--- config.mk ---
export PLATFORM = sky130hd
export DESIGN_NAME = epoch_seconds_to_packed_date
export DESIGN_NICKNAME = d
export VERILOG_FILES = /design/src/rtl/core/epsd_pkg.sv /design/src/rtl/core/epsd_daysplit.sv /design/src/rtl/core/epsd_civil.sv /design/src/rtl/core/epsd_tod.sv /design/src/rtl/core/epsd_pack.sv /design/src/rtl/core/epoch_seconds_to_packed_date.sv
export VERILOG_INCLUDE_DIRS = /design/src /design/src/rtl/core
export SDC_FILE = /design/constraint.sdc
export NUM_CORES = 2
export LEC_CHECK = 0
export ABC_CLOCK_PERIOD_IN_PS = 35800
export BUFFER_PORTS_ARGS = -buffer_cell sky130_fd_sc_hd__buf_2
export CAP_MARGIN = 20
export CELL_PAD_IN_SITES_DETAIL_PLACEMENT = 2
export CELL_PAD_IN_SITES_GLOBAL_PLACEMENT = 2
export CORE_MARGIN = 1.5
export CORE_UTILIZATION = 49
export DETAILED_ROUTE_END_ITERATION = 7
export PLACE_DENSITY = 0.86
export SYNTH_ARGS = -nofsm -noshare
export SYNTH_HDL_FRONTEND = slang
export SYNTH_HIERARCHICAL = 1
export SYNTH_SLANG_ARGS = --single-unit
--- constraint.sdc ---
create_clock -name clk -period 35.8 [get_ports clk]
set_input_delay 1.79 -clock clk [delete_from_list [all_inputs] [get_ports clk]]
set_output_delay 1.79 -clock clk [all_outputs]
set_load 0.02 [all_outputs]
--- src/rtl/core/assert_macros.svh ---
// assertion helpers shared by the rtl
`ifndef ASSERT_MACROS_SVH
`define ASSERT_MACROS_SVH
`ifndef SYNTH
// checked property, held off while reset is high
`define EPSD_ASSERT(lbl, clk, rst, prop) \
  lbl: assert property (@(posedge clk) disable iff (rst) prop) \
    else $error("epsd assertion failed");
// checked property, live during reset too
`define EPSD_ASSERT_NR(lbl, clk, prop) \
  lbl: assert property (@(posedge clk) prop) \
    else $error("epsd assertion failed");
`else
`define EPSD_ASSERT(lbl, clk, rst, prop)
`define EPSD_ASSERT_NR(lbl, clk, prop)
`endif
`endif

--- src/rtl/core/epsd_pkg.sv ---
package epsd_pkg;

  localparam logic [37:0] LAST_SECOND   = 38'd253402300799;
  localparam logic [37:0] SECS_PER_DAY  = 38'd86400;
  localparam logic [21:0] MARCH0_OFFSET = 22'd719468;
  localparam logic [21:0] CYCLE_DAYS    = 22'd146097;
  localparam logic [17:0] LAST_CYC_DAY  = 18'd146096;

  // x / d as (x * m) >> k, m = ceil(2^k / d), k = bits(x) + bits(d) keeps it exact
  // days from seconds: (secs >> 7) / 675
  localparam int          DAY_K   = 41;
  localparam logic [63:0] DAY_DIV = 64'd675;
  localparam logic [63:0] DAY_M   = ((64'd1 << DAY_K) + DAY_DIV - 64'd1) / DAY_DIV;

  localparam int          CYC_K = 40;
  localparam logic [63:0] CYC_M = ((64'd1 << CYC_K) + 64'd146096) / 64'd146097;

  localparam int          Q1460_K = 29;
  localparam logic [63:0] Q1460_M = ((64'd1 << Q1460_K) + 64'd1459) / 64'd1460;

  localparam int          Q36524_K = 34;
  localparam logic [63:0] Q36524_M = ((64'd1 << Q36524_K) + 64'd36523) / 64'd36524;

  localparam int          Q365_K = 27;
  localparam logic [63:0] Q365_M = ((64'd1 << Q365_K) + 64'd364) / 64'd365;

  localparam int          Q100_K = 16;
  localparam logic [63:0] Q100_M = ((64'd1 << Q100_K) + 64'd99) / 64'd100;

  localparam int          Q153_K = 19;
  localparam logic [63:0] Q153_M = ((64'd1 << Q153_K) + 64'd152) / 64'd153;

  localparam int          HR_K = 29;
  localparam logic [63:0] HR_M = ((64'd1 << HR_K) + 64'd3599) / 64'd3600;

  localparam int          MIN_K = 18;
  localparam logic [63:0] MIN_M = ((64'd1 << MIN_K) + 64'd59) / 64'd60;

  localparam logic [46:0] OUT_MIN = 47'd19700101000000;
  localparam logic [46:0] OUT_MAX = 47'd99991231235959;

  // first day-of-year of each month, year starting on march 1
  function automatic logic [8:0] month_start(input logic [3:0] mfm);
    logic [8:0] r;
    unique case (mfm)
      4'd0:    r = 9'd0;
      4'd1:    r = 9'd31;
      4'd2:    r = 9'd61;
      4'd3:    r = 9'd92;
      4'd4:    r = 9'd122;
      4'd5:    r = 9'd153;
      4'd6:    r = 9'd184;
      4'd7:    r = 9'd214;
      4'd8:    r = 9'd245;
      4'd9:    r = 9'd275;
      4'd10:   r = 9'd306;
      4'd11:   r = 9'd337;
      default: r = 9'd0;
    endcase
    return r;
  endfunction

endpackage

--- src/rtl/core/epsd_daysplit.sv ---
module epsd_daysplit
  import epsd_pkg::*;
(
  input  logic        clk,
  input  logic        rst,
  input  logic        adv,
  input  logic        in_valid,
  input  logic [63:0] epoch_seconds,
  output logic        day_valid,
  output logic [21:0] days,
  output logic [16:0] sod
);

  logic [2:0]  vld;
  logic [37:0] secs1;
  logic [37:0] secs2;
  logic [21:0] days2;
  logic [21:0] days3;
  logic [16:0] sod3;
  logic [DAY_K+21:0] d_prod;

  // 86400 = 128 * 675
  assign d_prod = (DAY_K + 22)'(secs1[37:7]) * (DAY_K + 22)'(DAY_M);

  always_ff @(posedge clk) begin
    if (rst) begin
      vld <= '0;
    end else if (adv) begin
      vld <= {vld[1:0], in_valid};
    end
  end

  always_ff @(posedge clk) begin
    if (adv) begin
      secs1 <= (epoch_seconds > 64'(LAST_SECOND)) ? LAST_SECOND : epoch_seconds[37:0];
      days2 <= d_prod[DAY_K+21:DAY_K];
      secs2 <= secs1;
      days3 <= days2;
      sod3  <= 17'(secs2 - 38'(days2) * SECS_PER_DAY);
    end
  end

  assign day_valid = vld[2];
  assign days      = days3;
  assign sod       = sod3;

endmodule

--- src/rtl/core/epsd_civil.sv ---
`include "assert_macros.svh"

module epsd_civil
  import epsd_pkg::*;
(
  input  logic        clk,
  input  logic        rst,
  input  logic        adv,
  input  logic        day_valid,
  input  logic [21:0] days,
  output logic        date_valid,
  output logic [13:0] yr,
  output logic [3:0]  mo,
  output logic [4:0]  dy
);

  logic [7:0]  vld;
  logic [21:0] shifted1, shifted2;
  logic [4:0]  cyc2, cyc3, cyc4, cyc5;
  logic [17:0] dinc3, dinc4, dinc5;
  logic [17:0] t4;
  logic [8:0]  yinc5;
  logic [8:0]  dofy6, dofy7;
  logic [13:0] yrb6, yrb7;
  logic [3:0]  mfm7;
  logic [13:0] yr8;
  logic [3:0]  mo8;
  logic [4:0]  dy8;

  logic [CYC_K+4:0]    cyc_prod;
  logic [Q1460_K+6:0]  a_prod;
  logic [Q36524_K+2:0] b_prod;
  logic                c_last;
  logic [Q365_K+8:0]   y_prod;
  logic [Q100_K+1:0]   cent_prod;
  logic [17:0]         yday;
  logic [10:0]         mx;
  logic [Q153_K+3:0]   m_prod;

  assign cyc_prod = (CYC_K + 5)'(shifted1) * (CYC_K + 5)'(CYC_M);
  assign a_prod   = (Q1460_K + 7)'(dinc3) * (Q1460_K + 7)'(Q1460_M);
  assign b_prod   = (Q36524_K + 3)'(dinc3) * (Q36524_K + 3)'(Q36524_M);
  // only the last day of a 400-year cycle reaches 146096
  assign c_last   = (dinc3 == LAST_CYC_DAY);
  assign y_prod   = (Q365_K + 9)'(t4) * (Q365_K + 9)'(Q365_M);
  assign cent_prod = (Q100_K + 2)'(yinc5) * (Q100_K + 2)'(Q100_M);
  assign yday = 18'(yinc5) * 18'd365 + 18'(yinc5 >> 2)
              - 18'(cent_prod[Q100_K+1:Q100_K]);
  assign mx     = 11'(dofy6) * 11'd5 + 11'd2;
  assign m_prod = (Q153_K + 4)'(mx) * (Q153_K + 4)'(Q153_M);

  always_ff @(posedge clk) begin
    if (rst) begin
      vld <= '0;
    end else if (adv) begin
      vld <= {vld[6:0], day_valid};
    end
  end

  always_ff @(posedge clk) begin
    if (adv) begin
      shifted1 <= days + MARCH0_OFFSET;

      cyc2     <= cyc_prod[CYC_K+4:CYC_K];
      shifted2 <= shifted1;

      dinc3 <= 18'(shifted2 - 22'(cyc2) * CYCLE_DAYS);
      cyc3  <= cyc2;

      t4    <= dinc3 - 18'(a_prod[Q1460_K+6:Q1460_K])
             + 18'(b_prod[Q36524_K+2:Q36524_K]) - 18'(c_last);
      dinc4 <= dinc3;
      cyc4  <= cyc3;

      yinc5 <= y_prod[Q365_K+8:Q365_K];
      dinc5 <= dinc4;
      cyc5  <= cyc4;

      dofy6 <= 9'(dinc5 - yday);
      yrb6  <= 14'(yinc5) + 14'(cyc5) * 14'd400;

      mfm7  <= m_prod[Q153_K+3:Q153_K];
      dofy7 <= dofy6;
      yrb7  <= yrb6;

      // january and february belong to the next civil year
      dy8 <= 5'(dofy7 - month_start(mfm7) + 9'd1);
      mo8 <= (mfm7 < 4'd10) ? mfm7 + 4'd3 : mfm7 - 4'd9;
      yr8 <= yrb7 + 14'(mfm7 >= 4'd10);
    end
  end

  assign date_valid = vld[7];
  assign yr         = yr8;
  assign mo         = mo8;
  assign dy         = dy8;

  `EPSD_ASSERT(a_month_range, clk, rst, vld[7] |-> (mo8 >= 4'd1 && mo8 <= 4'd12))
  `EPSD_ASSERT(a_day_range, clk, rst, vld[7] |-> (dy8 >= 5'd1 && dy8 <= 5'd31))
  `EPSD_ASSERT(a_year_range, clk, rst, vld[7] |-> (yr8 >= 14'd1970 && yr8 <= 14'd9999))

endmodule

--- src/rtl/core/epsd_tod.sv ---
module epsd_tod
  import epsd_pkg::*;
(
  input  logic        clk,
  input  logic        adv,
  input  logic [16:0] sod,
  output logic [17:0] hms
);

  logic [4:0]  hh1, hh2, hh3, hh4;
  logic [16:0] sod1;
  logic [11:0] rem2, rem3;
  logic [5:0]  mm3, mm4;
  logic [5:0]  ss4;
  logic [17:0] tm5, tm6, tm7, tm8;

  logic [HR_K+4:0]  h_prod;
  logic [MIN_K+5:0] mm_prod;

  assign h_prod  = (HR_K + 5)'(sod) * (HR_K + 5)'(HR_M);
  assign mm_prod = (MIN_K + 6)'(rem2) * (MIN_K + 6)'(MIN_M);

  // payload only; the date path carries the valid bits at the same depth
  always_ff @(posedge clk) begin
    if (adv) begin
      hh1  <= h_prod[HR_K+4:HR_K];
      sod1 <= sod;

      rem2 <= 12'(sod1 - 17'(hh1) * 17'd3600);
      hh2  <= hh1;

      mm3  <= mm_prod[MIN_K+5:MIN_K];
      rem3 <= rem2;
      hh3  <= hh2;

      ss4  <= 6'(rem3 - 12'(mm3) * 12'd60);
      mm4  <= mm3;
      hh4  <= hh3;

      tm5  <= 18'(hh4) * 18'd10000 + 18'(mm4) * 18'd100 + 18'(ss4);
      tm6  <= tm5;
      tm7  <= tm6;
      tm8  <= tm7;
    end
  end

  assign hms = tm8;

endmodule

--- src/rtl/core/epsd_pack.sv ---
module epsd_pack
  import epsd_pkg::*;
(
  input  logic        clk,
  input  logic        rst,
  input  logic        date_valid,
  input  logic [13:0] yr,
  input  logic [3:0]  mo,
  input  logic [4:0]  dy,
  input  logic [17:0] hms,
  input  logic        out_stall,
  output logic        adv,
  output logic        out_valid,
  output logic [46:0] packed_datetime
);

  logic        v1;
  logic        v2;
  logic [26:0] date1;
  logic [17:0] tm1;
  logic [46:0] packed2;

  // whole pipe moves unless a finished beat sits stalled at the output
  assign adv = !(v2 && out_stall);

  always_ff @(posedge clk) begin
    if (rst) begin
      v1 <= 1'b0;
      v2 <= 1'b0;
    end else if (adv) begin
      v1 <= date_valid;
      v2 <= v1;
    end
  end

  always_ff @(posedge clk) begin
    if (adv) begin
      date1   <= 27'(yr) * 27'd10000 + 27'(mo) * 27'd100 + 27'(dy);
      tm1     <= hms;
      packed2 <= 47'(date1) * 47'd1000000 + 47'(tm1);
    end
  end

  assign out_valid       = v2;
  assign packed_datetime = packed2;

endmodule

--- src/rtl/core/epoch_seconds_to_packed_date.sv ---
// channel   dir  handshake            payload
// input     in   in_valid/in_stall    epoch_seconds[63:0]
// output    out  out_valid/out_stall  packed_datetime[46:0]
//
// one beat per cycle while no stalled output beat holds the pipe
// depth is set by the reciprocal-multiply divides
// synchronous reset clears only the valid bits
// out_stall on a valid output beat freezes every stage at once; in_stall follows a stalled output beat
`include "assert_macros.svh"

module epoch_seconds_to_packed_date
  import epsd_pkg::*;
(
  input  logic        clk,
  input  logic        rst,
  input  logic        in_valid,
  output logic        in_stall,
  input  logic [63:0] epoch_seconds,
  output logic        out_valid,
  input  logic        out_stall,
  output logic [46:0] packed_datetime
);

  logic        adv;
  logic        day_valid;
  logic [21:0] days;
  logic [16:0] sod;
  logic        date_valid;
  logic [13:0] yr;
  logic [3:0]  mo;
  logic [4:0]  dy;
  logic [17:0] hms;

  assign in_stall = !adv;

  epsd_daysplit u_daysplit (
    .clk           (clk),
    .rst           (rst),
    .adv           (adv),
    .in_valid      (in_valid),
    .epoch_seconds (epoch_seconds),
    .day_valid     (day_valid),
    .days          (days),
    .sod           (sod)
  );

  epsd_civil u_civil (
    .clk        (clk),
    .rst        (rst),
    .adv        (adv),
    .day_valid  (day_valid),
    .days       (days),
    .date_valid (date_valid),
    .yr         (yr),
    .mo         (mo),
    .dy         (dy)
  );

  epsd_tod u_tod (
    .clk (clk),
    .adv (adv),
    .sod (sod),
    .hms (hms)
  );

  epsd_pack u_pack (
    .clk             (clk),
    .rst             (rst),
    .date_valid      (date_valid),
    .yr              (yr),
    .mo              (mo),
    .dy              (dy),
    .hms             (hms),
    .out_stall       (out_stall),
    .adv             (adv),
    .out_valid       (out_valid),
    .packed_datetime (packed_datetime)
  );

  `EPSD_ASSERT(a_out_not_above, clk, rst, out_valid |-> packed_datetime <= OUT_MAX)
  `EPSD_ASSERT(a_out_not_below, clk, rst, out_valid |-> packed_datetime >= OUT_MIN)
  `EPSD_ASSERT_NR(a_rst_clears_out, clk, rst |=> !out_valid)

endmodule

==> summary.txt <==
Yosys
  – Ys async rst share: 0%
  – Synth top area share: 28.5%
  – Synth warn: 6
  – Synth top area cells: ha_1 (29%), fa_1 (27%), edfxtp_1 (20%)
  – Cells after Synth: 7,358
  – Yosys cell types: 115
  – Number of synthesized flops with an enable pin: 540
  – Synthesized Nets: 10,394
  – Most area-hungry cell type in the Yosys netlist: ha_1
  – Netlist Area Pre-Place: between 80,000 and 90,000 um2
  – Synthesized area per cell: between 10 and 15 um2
  – Flops & latches, synth: 558
  – Register area share after synthesis: 20.3%
  – Main flop type after synthesis: edfxtp_1

Route
  – Initial DRT Pass Iterations: 5
  – Vias per inst: 6.23
  – Post-route DRC: 0
  – WL final: 345,000 um
  – Vias post-DR: 61,010
  – Initial DRC Count: 4,281
  – Drt wl/cell: approximately 35 um
  – Routed Antenna Nets: 0

Timing
  – Worst slew margin: 24.7%
  – Max Clock Freq: just over 0.09 GHz
  – Setup TNS: 0 ns
  – Setup WS post-layout: between 20 and 25 ns
  – RSZ-0062 raised after global routing: false
  – Setup Skew: ~0.044 ns
  – # setup viols final: 0
  – Worst-margin pin slew: 1.12 ns
  – Fin crit period: 10.82 ns
  – Final Hold Fails: 0
  – Period utilization: between 30 and 40%
  – Max Slew Vio Count: 0

Floorplan
  – FP Rows: between 100 and 150
  – Initial Utilization: about 50%
  – Die width: 412 um
  – CORE AREA: 165,000 um2
  – Die area: 169,000 um2
  – I/O Pins: roughly 120
  – Die Ht: 412 um

Critical path
  – Setup crit start kind: flip-flop
  – Worst Path Required: ~36 ns
  – Worst setup EP type: flip-flop
  – Kind of critical path: reg -> reg
  – CP peak stage delay: 0.89 ns
  – Crit path max-delay cell type: o21ai_0
  – CP arrival: 11.32 ns
  – Crit-path max FO: 11

Clock tree
  – Root Driver: clkbuf_16
  – CTS tree: done
  – CTS max path bufs: 3
  – Total CTS buffers: 72
  – PostCTS Resize Cnt: 0
  – Clock net sink count: 558
  – Worst-Skew Late Latency: 0.76 ns
  – Cts hold-fix bufs: 0
  – H-tree Lvls: 3
  – Clock slew at reported path FFs: roughly 0.070 ns
  – Number of setup buffers added after CTS: 0

Global routing
  – Largest net degree at the start of global routing: 145
  – Total routing usage reported by global routing: 40.9%
  – GR Overflow Total: 0
  – Vias in the first global route: 73,465
  – First-pass GRT wire length: ~500,000 um
  – Antenna violations before repair: 15

Place
  – Routability Congestion: between 0.9 and 1
  – Pre-CTS WS: 25.70 ns
  – IO buf count: 116
  – Post-DP HPWL: 240,000 um

Cells and area
  – Nets: 10,580
  – Fillers: 16,203
  – Area delta synth->final: 7.20%
  – Proportion of layout cells with a drive suffix above 1: 4.74%

Flow run
  – Maxcap violations: 0

Status
  – Outcome: complete, no violations

Hold path
  – Hold Path Class: reg -> reg
stage by stage:
stage	utilization, %	area (um2)	instances	hold WS [ns]
6_report	53.0	87700	9799	0.423
5_1_grt	53.0	87700	9791	0.422
3_3_place_gp	51.5	85200	9655	0.400
4_1_cts	53.0	87600	9786	0.422
3_5_place_dp	51.5	85200	9655	0.406
2_1_floorplan	-	81800	7358	0.400
cell families after synthesis:
group | Yosys count | share of synthesized area, %
AOI/OAI and AO/OA | 804 | 6.66
xor gates and xnor gates | 358 | 3.87
adders and majority gates | 2968 | 55.5
buffers and inverters | 1899 | 8.74
DFF | 558 | 20.3
muxes | 21 | 0.266
and+or+nand+nor | 750 | 4.71
cell type report:
| class | count | area (um2) | share of cell area (%) |
|---|---|---|---|
| antenna | 9 | 22.5 | 0.0257 |
| clock buffer | 82 | 1900 | 2.17 |
| clock inverter | 49 | 549 | 0.626 |
| inverter | 1875 | 7040 | 8.03 |
| multi-input combinational | 4901 | 58100 | 66.3 |
| sequential | 558 | 16600 | 18.9 |
| tap | 2189 | 2740 | 3.12 |
| timing repair buffer | 136 | 771 | 0.879 |
layout by cell type (no fill, tap or decap), drive strengths merged, types with 12 or more instances in the layout:
master / Yosys / routed
a31oi: 18 / 18
o21bai: 39 / 39
nand2: 165 / 165
nand3: 61 / 61
nand2b: 22 / 22
a21o: 120 / 120
a21oi: 263 / 263
o21a: 36 / 36
a211oi: 27 / 27
clkbuf: 14 / 82
or2: 42 / 42
edfxtp: 540 / 540
and3: 33 / 33
nor2: 188 / 188
clkinv: 0 / 29
nand4: 54 / 54
or3: 12 / 12
buf: 10 / 136
o211ai: 23 / 23
ha: 1866 / 1866
dfxtp: 18 / 18
o31a: 12 / 12
nor3: 58 / 58
and2: 17 / 17
xor2: 105 / 105
inv: 1875 / 1881
mux2i: 18 / 18
nor2b: 37 / 37
a21boi: 14 / 14
nor4: 20 / 20
o21ai: 131 / 131
xnor2: 252 / 252
fa: 1102 / 1102
sequential cells by signal (all words and copies together), names as in the netlist, 12 cells and up, named ones only:
signal and count:
u_daysplit/sod 17, u_tod/tm7 18, u_tod/tm5 18, u_tod/rem2 12
u_pack/packed_datetime 47, u_civil/yrb7 14, u_civil/shifted2 18, u_pack/tm1 18
u_civil/shifted1 22, u_civil/dinc3 18, u_civil/t4 18, u_daysplit/days2 22
u_tod/sod1 12, u_daysplit/secs2 17, u_civil/yrb6 14, u_civil/yr 14
u_daysplit/days 22, u_tod/tm6 18, u_daysplit/secs1 38, u_tod/hms 18
u_pack/date1 27
layer usage:
layer  vias up  global-route usage, %  share of wire, %
met5         -                      0             0.030
met4        16                   30.6               9.0
met3      1729                   8.57               5.7
met2      3166                   72.7                51
met1     31607                   42.3                34
li1      24492                      -                 -
worst max-delay path, delay by kind of cell, from the launching register on:
kind | cells | cell delay (ns)
adder cells (fa/ha/maj) | 10 | 4.55
AO/OA/AOI/OAI | 12 | 3.83
buffers and inverters | 7 | 0.86
flip-flops | 1 | 0.76
AND/OR/NAND/NOR | 3 | 0.37
XOR/XNOR | 1 | 0.21
synthesized netlist by cell type, types with 7 or more instances:
| cell | count |
|---|---|
| nand2b_1 | 22 |
| nand3_1 | 60 |
| o21ai_1 | 16 |
| a21oi_1 | 255 |
| and2_1 | 16 |
| xor2_1 | 105 |
| a211o_1 | 9 |
| dfxtp_1 | 18 |
| nor4_1 | 17 |
| nor2_1 | 188 |
| and3_1 | 33 |
| a21boi_0 | 8 |
| o211a_1 | 8 |
| o21ai_0 | 111 |
| o21bai_1 | 39 |
| o21a_1 | 35 |
| o31a_1 | 9 |
| mux2i_1 | 18 |
| nor3_1 | 56 |
| inv_1 | 1875 |
| o211ai_1 | 22 |
| a21o_1 | 118 |
| a21oi_2 | 7 |
| nand2_1 | 165 |
| a31oi_1 | 18 |
| clkbuf_1 | 13 |
| or2_2 | 39 |
| xnor2_1 | 250 |
| or3_1 | 11 |
| ha_1 | 1866 |
| a211oi_1 | 23 |
| edfxtp_1 | 540 |
| fa_1 | 1102 |
| nor2b_1 | 36 |
| and4_1 | 7 |
| nand4_1 | 53 |
| o2111ai_1 | 9 |
| buf_2 | 8 |
path summary, 6_finish.rpt:
path	from	end	slack, ns	depth (start not counted)
hold / removal	u_pack/tm1[1]	u_pack/packed_datetime[1]	0.42	0
setup reg to reg	u_civil/dinc3[3]	u_civil/t4[16]	24.98	33
hold reg to reg	u_pack/tm1[1]	u_pack/packed_datetime[1]	0.42	0
setup / recovery	u_civil/dinc3[3]	u_civil/t4[16]	24.98	33
Power is not shown: default switching activity piles up to over one toggle a cycle in this logic, so the estimate is an artifact.
